$ cat config.mk
export PLATFORM = sky130hd
export DESIGN_NAME = lfk_cell
export DESIGN_NICKNAME = d
export VERILOG_FILES = /design/src/rtl/lfk_pkg.sv /design/src/rtl/lfk_cell.sv
export SDC_FILE = /design/constraint.sdc
export NUM_CORES = 2
export LEC_CHECK = 0
export BUFFER_PORTS_ARGS = -buffer_cell sky130_fd_sc_hd__clkbuf_2
export CORE_AREA = 2 2 467 469
export DETAILED_ROUTE_END_ITERATION = 6
export DIE_AREA = 0 0 469 471
export PLACE_DENSITY = 0.52
export SLEW_MARGIN = 5
export SYNTH_ARGS = -nofsm -noshare
export SYNTH_HDL_FRONTEND = slang
export SYNTH_SLANG_ARGS = --single-unit
export TNS_END_PERCENT = 50
$ cat constraint.sdc
create_clock -name clk_i -period 1.11 [get_ports clk_i]
set_input_delay 0.111 -clock clk_i [delete_from_list [all_inputs] [get_ports clk_i]]
set_output_delay 0.111 -clock clk_i [all_outputs]
set_load 0.02 [all_outputs]
$ cat src/rtl/lfk_pkg.sv
// ----------------------------------------------------------------------------
// Leg forward kinematics package
// Shared widths, register indexes, CORDIC constants and helper functions.
// ----------------------------------------------------------------------------
`default_nettype none

package lfk_pkg;

  localparam int unsigned CordicSteps = 24;
  localparam int unsigned ZW          = 36;
  localparam int unsigned XW          = 34;

  localparam logic signed [ZW-1:0] Q30HalfPi    = 36'sd1686629713;
  localparam logic signed [ZW-1:0] Q30QuarterPi = 36'sd843314856;
  localparam logic signed [XW-1:0] CordicGain   = 34'sd652032874;

  typedef enum logic [2:0] {
    REG_HIP_OFFSET = 3'd0,
    REG_THIGH      = 3'd1,
    REG_SHANK      = 3'd2,
    REG_FOOT       = 3'd3,
    REG_FOOT_ANGLE = 3'd4
  } reg_idx_e;

  // One CORDIC lane: residual angle, vector and quadrant.
  typedef struct packed {
    logic signed [ZW-1:0] z;
    logic signed [XW-1:0] x;
    logic signed [XW-1:0] y;
    logic [1:0]           k;
  } lane_t;

  localparam int unsigned NumLanes = 5;

  // Side data carried along the chain with the lanes.
  typedef struct packed {
    logic        vld;
    logic [15:0] l1;
    logic [15:0] l2;
    logic [15:0] l3;
    logic [15:0] l4;
  } side_t;

  function automatic logic signed [ZW-1:0] atan_q30(input logic [4:0] i);
    case (i)
      5'd0:  atan_q30 = 36'sh03243F6A8;
      5'd1:  atan_q30 = 36'sh01DAC6705;
      5'd2:  atan_q30 = 36'sh00FADBAFC;
      5'd3:  atan_q30 = 36'sh007F56EA6;
      5'd4:  atan_q30 = 36'sh003FEAB76;
      5'd5:  atan_q30 = 36'sh001FFD55B;
      5'd6:  atan_q30 = 36'sh000FFFAAA;
      5'd7:  atan_q30 = 36'sh0007FFF55;
      5'd8:  atan_q30 = 36'sh0003FFFEA;
      5'd9:  atan_q30 = 36'sh0001FFFFD;
      5'd10: atan_q30 = 36'sh0000FFFFF;
      5'd11: atan_q30 = 36'sh00007FFFF;
      5'd12: atan_q30 = 36'sh00003FFFF;
      5'd13: atan_q30 = 36'sh00001FFFF;
      5'd14: atan_q30 = 36'sh00000FFFF;
      5'd15: atan_q30 = 36'sh000007FFF;
      5'd16: atan_q30 = 36'sh000003FFF;
      5'd17: atan_q30 = 36'sh000001FFF;
      5'd18: atan_q30 = 36'sh000000FFF;
      5'd19: atan_q30 = 36'sh0000007FF;
      5'd20: atan_q30 = 36'sh0000003FF;
      5'd21: atan_q30 = 36'sh0000001FF;
      5'd22: atan_q30 = 36'sh0000000FF;
      5'd23: atan_q30 = 36'sh00000007F;
      default: atan_q30 = '0;
    endcase
  endfunction

  // Clamp to [-65536, 65536], result 18 bits.
  function automatic logic signed [17:0] clamp_unit(input logic signed [39:0] v);
    if (v > 40'sd65536) begin
      clamp_unit = 18'sd65536;
    end else if (v < -40'sd65536) begin
      clamp_unit = -18'sd65536;
    end else begin
      clamp_unit = v[17:0];
    end
  endfunction

  // Round half up from Q.32 to Q.16 and saturate to 18 bits.
  function automatic logic signed [17:0] pos_sat(input logic signed [39:0] v);
    logic signed [39:0] r;
    r = (v + 40'sd32768) >>> 16;
    if (r > 40'sd131071) begin
      pos_sat = 18'sd131071;
    end else if (r < -40'sd131072) begin
      pos_sat = -18'sd131072;
    end else begin
      pos_sat = r[17:0];
    end
  endfunction

endpackage

`default_nettype wire

$ cat src/rtl/lfk_cell.sv
// ----------------------------------------------------------------------------
// Leg forward kinematics CORDIC cell
// One rotation step for every lane, registered, handed to the next cell.
// ----------------------------------------------------------------------------
`default_nettype none

module lfk_cell #(
  parameter int unsigned Step = 0
) (
  input  wire                                      clk_i,
  input  wire                                      rst_ni,
  input  lfk_pkg::side_t                           side_i,
  input  lfk_pkg::lane_t [lfk_pkg::NumLanes-1:0]   lane_i,
  output lfk_pkg::side_t                           side_o,
  output lfk_pkg::lane_t [lfk_pkg::NumLanes-1:0]   lane_o
);

  localparam logic signed [lfk_pkg::ZW-1:0] Atan = lfk_pkg::atan_q30(5'(Step));

  lfk_pkg::lane_t [lfk_pkg::NumLanes-1:0] lane_d, lane_q;
  lfk_pkg::side_t                         side_q;

  always_comb begin
    for (int n = 0; n < lfk_pkg::NumLanes; n++) begin
      lane_d[n].k = lane_i[n].k;
      if (!lane_i[n].z[lfk_pkg::ZW-1]) begin
        lane_d[n].x = lane_i[n].x - (lane_i[n].y >>> Step);
        lane_d[n].y = lane_i[n].y + (lane_i[n].x >>> Step);
        lane_d[n].z = lane_i[n].z - Atan;
      end else begin
        lane_d[n].x = lane_i[n].x + (lane_i[n].y >>> Step);
        lane_d[n].y = lane_i[n].y - (lane_i[n].x >>> Step);
        lane_d[n].z = lane_i[n].z + Atan;
      end
    end
  end

  always_ff @(posedge clk_i or negedge rst_ni) begin
    if (!rst_ni) begin
      side_q <= '0;
    end else begin
      side_q <= side_i;
    end
  end

  always_ff @(posedge clk_i) begin
    lane_q <= lane_d;
  end

  assign lane_o = lane_q;
  assign side_o = side_q;

endmodule

`default_nettype wire

==> flow_summary.toml <==
[power]
switching_share_pct = 39.6
internal_power_w = 0.0679
p_leak_nw = 43.4
clkPwrFrac_pct = 26.0
sequentialPowerShare_pct = 25.1
ir_worst_vdd_v = 0.00117
powerDensity_mw_per_mm2 = 1250
switchingPower_w = 0.0446
p_comb_share_pct = 48.9

[cts]
clk_pin_slew_ps = 60
cts_max_level = 3
clock_path_buffers = 3
cts_tree = "done"
cts_root_buf = "clkbuf_16"
tritoncts_num_sinks = 590
numCtsBuffers = 84

[synthesis]
yosysSeqAreaShare_pct = 25.6
ys_warn_count = 0
postSynth.asyncResetShare_pct = 11.0
syn-num-nets = 7190
synth-seq-cells = 590
netlist_instances = 5923
ys.flop_type = "dfxtp_1"
syn_area_mm2 = 0.0475
synth_common_cells = "a21oi_1 (729), ha_1 (650), inv_1 (544), dfxtp_1 (525), nor2_1 (502)"
yosysTopAreaCell = "dfxtp_1"
synth_top_area_share_pct = 22.1
synth_edf_count = 0
synthTopCellsByArea = "dfxtp_1 (22%), ha_1 (17%), a21oi_1 (7.7%)"
yosysMostFrequentCell = "a21oi_1"
avgSynthCellArea_um2 = 8.02
synth_cell_type_count = 104

[timing]
fin_setup_tns_ps = -442900
worst_pin_slew_ps = 1100
worst_slew_margin_rel_pct = 26.4
fin_crit_sh_pct = 207
setup_viol = 1027
holdWs_ps = -225
setup_slack_ps = -1190
rsz0062_at_grt = "true"
finalCriticalPeriod_ps = 2300
slew_violations = 0
clock.fmax_mhz = 435
finalHoldViolations = 28

[layout]
multi_input_area_mm2 = 0.0394
seqCellArea_mm2 = 0.0121
final_cells = 12700
layout-drive-gt1-share_pct = 48.1
syn2layout_area_growth_pct = 89.9
fillCellCount = 21500
fin_area_mm2 = 0.0902
final_nets = 11000

[setup_path]
crit_buf_inv = 4
cp_top_family = "compound AO/OA/AOI/OAI gates"
worstPathArrival_ps = 2900
crit_chain = "clkbuf_16, inv_8, ha_4, fa_2, nor2b_4, o211ai_1, buf_4, a311oi_4, a221oi_2, buf_4, a31oi_4, a21oi_4, a221o_1, o21ai_2, o311ai_2, xnor2_1"
cp_common_cell = "buf_4"
cp_max_fo = 3
path_class = "in2reg"
worstSetupStartpointType = "input port"
required_ps = 1710
slowest_delay_ps = 410
worst_setup_path_end_kind = "flip-flop"
cpMaxStageDelayCell = "fa_2"

[run]
cap_violations = 0

[grt]
antenna_found_initial = 68
grt_pass1_wl_um = 395000
grt_pass1_vias = 61100
grtUsageTotal_pct = 23.8
grt_max_degree = 72
overflow = 0

[die]
std_cell_rows = 171
die_area_mm2 = 0.221
ios = 1192
start_util_pct = 22.0
coreArea_mm2 = 0.216
die_h_um = 471
die_w_um = 469

[hold_path]
min_path_type = "in2reg"
whs_path_depth = 3
hold_end = "lane_o[302]$_DFF_P_"
hold_start = "lane_i[302]"

[place]
placed_area_mm2 = 0.0743
hpwl_um = 225000
placedCellCount = 11800
place_ws_ps = -2270
portBuffers = 1191
routabilityCongestion = 0.987

[outcome]
outcome = "complete, but fails checks"
failed_checks = "hold timing, setup timing"

[route]
first_pass_iters = 5
routed_wl_um = 276000
vias = 59600
routedWlPerCell_um = 21.7
via_per_inst = 4.69
ant_nets = 0
drcViolationCount = 0
drtIter0Drc = 3657
how the worst max path moves through the flow:
stage                      startpoint             endpoint  slack, ps  depth (start not counted)
after floorplan           lane_i[529]  lane_o[526]$_DFF_P_      -1740                         15
after global placement    lane_i[328]  lane_o[353]$_DFF_P_      -2270                         13
after detailed placement  lane_i[328]  lane_o[353]$_DFF_P_      -2270                         13
after CTS                   lane_i[3]   lane_o[62]$_DFF_P_      -1080                         15
after global routing      lane_i[108]  lane_o[140]$_DFF_P_      -1250                         16
final                     lane_i[108]  lane_o[140]$_DFF_P_      -1190                         16
power by group through the flow:
stage | Clock (W) | Sequential [W] | Combinational, W
finish | 0.0292 | 0.0283 | 0.0550
global route | 0.0310 | 0.0285 | 0.0584
CTS | 0.0303 | 0.0283 | 0.0534
detailed placement | 0 | 0.0286 | 0.0468
global placement | 0 | 0.0287 | 0.0468
floorplan | 0 | 0.0329 | 0.0179
cell families after synthesis:
logic type	after synthesis	synth area share [%]
AOI/OAI and AO/OA	1963	26.4
xor gates and xnor gates	462	8.52
adders and majority gates	670	18.0
buffers and inverters	798	6.46
DFF	590	25.6
muxes	64	1.35
and+or+nand+nor	1376	13.8
final cells by class:
cell class	instances	area share [%]
clock buffer	111	2.62
clock inverter	44	0.613
multi-input combinational	4535	43.7
tap	2854	3.96
sequential	590	13.5
inverter	568	2.66
antenna	43	0.119
timing repair buffer	3953	32.9
per-stage QoR:
stage / power, W / util (%)
4_1_cts: 0.112 / 41.0
5_1_grt: 0.118 / 41.7
3_5_place_dp: 0.0754 / 34.4
2_1_floorplan: 0.0508 / -
3_3_place_gp: 0.0754 / 34.4
6_report: 0.113 / 41.7
sequential cells by signal (all words and copies together), names as in the netlist:
signal	count
side_o	65
lane_o	525
cells in the final DEF, fill, tap and decap left out, types with 104 or more instances in the layout:
master,n
inv_1,479
dfxtp_1,525
a21oi_2,154
nand2_1,244
buf_4,2124
ha_1,480
xnor2_1,324
dlygate4sd3_1,455
o21bai_1,124
nor2_1,458
a21o_1,179
a21oi_1,540
ha_4,149
o21ai_0,191
buf_6,149
clkbuf_16,104
clkbuf_2,1110
tightest hold or removal path, stage by stage:
cell      delay [ps]
clkbuf_2         100
ha_4             160
xnor2_1           70
what timing repair did:
item | CTS | global route
resized for setup | 1084 | 237
gates cloned | 2 | 1
hold buffers | 457 | 6
setup buffers | 197 | 76
pin swaps | 631 | 266
endpoints found under the hold margin | 487 | 40
endpoints found under the setup margin | 1011 | 1030
metal layers:
metal | vias to the layer above | share of wire, % | wire [um] | global-route usage, %
met2 | 2111 | 46 | 128000 | 39.5
met3 | 461 | 7.4 | 20400 | 5.54
met1 | 28400 | 40 | 112000 | 28.3
met4 | 34 | 5.6 | 15500 | 12.6
li1 | 28500 | - | - | -
met5 | - | 0.075 | 207 | 0
Power figures use the tool's default switching activity.
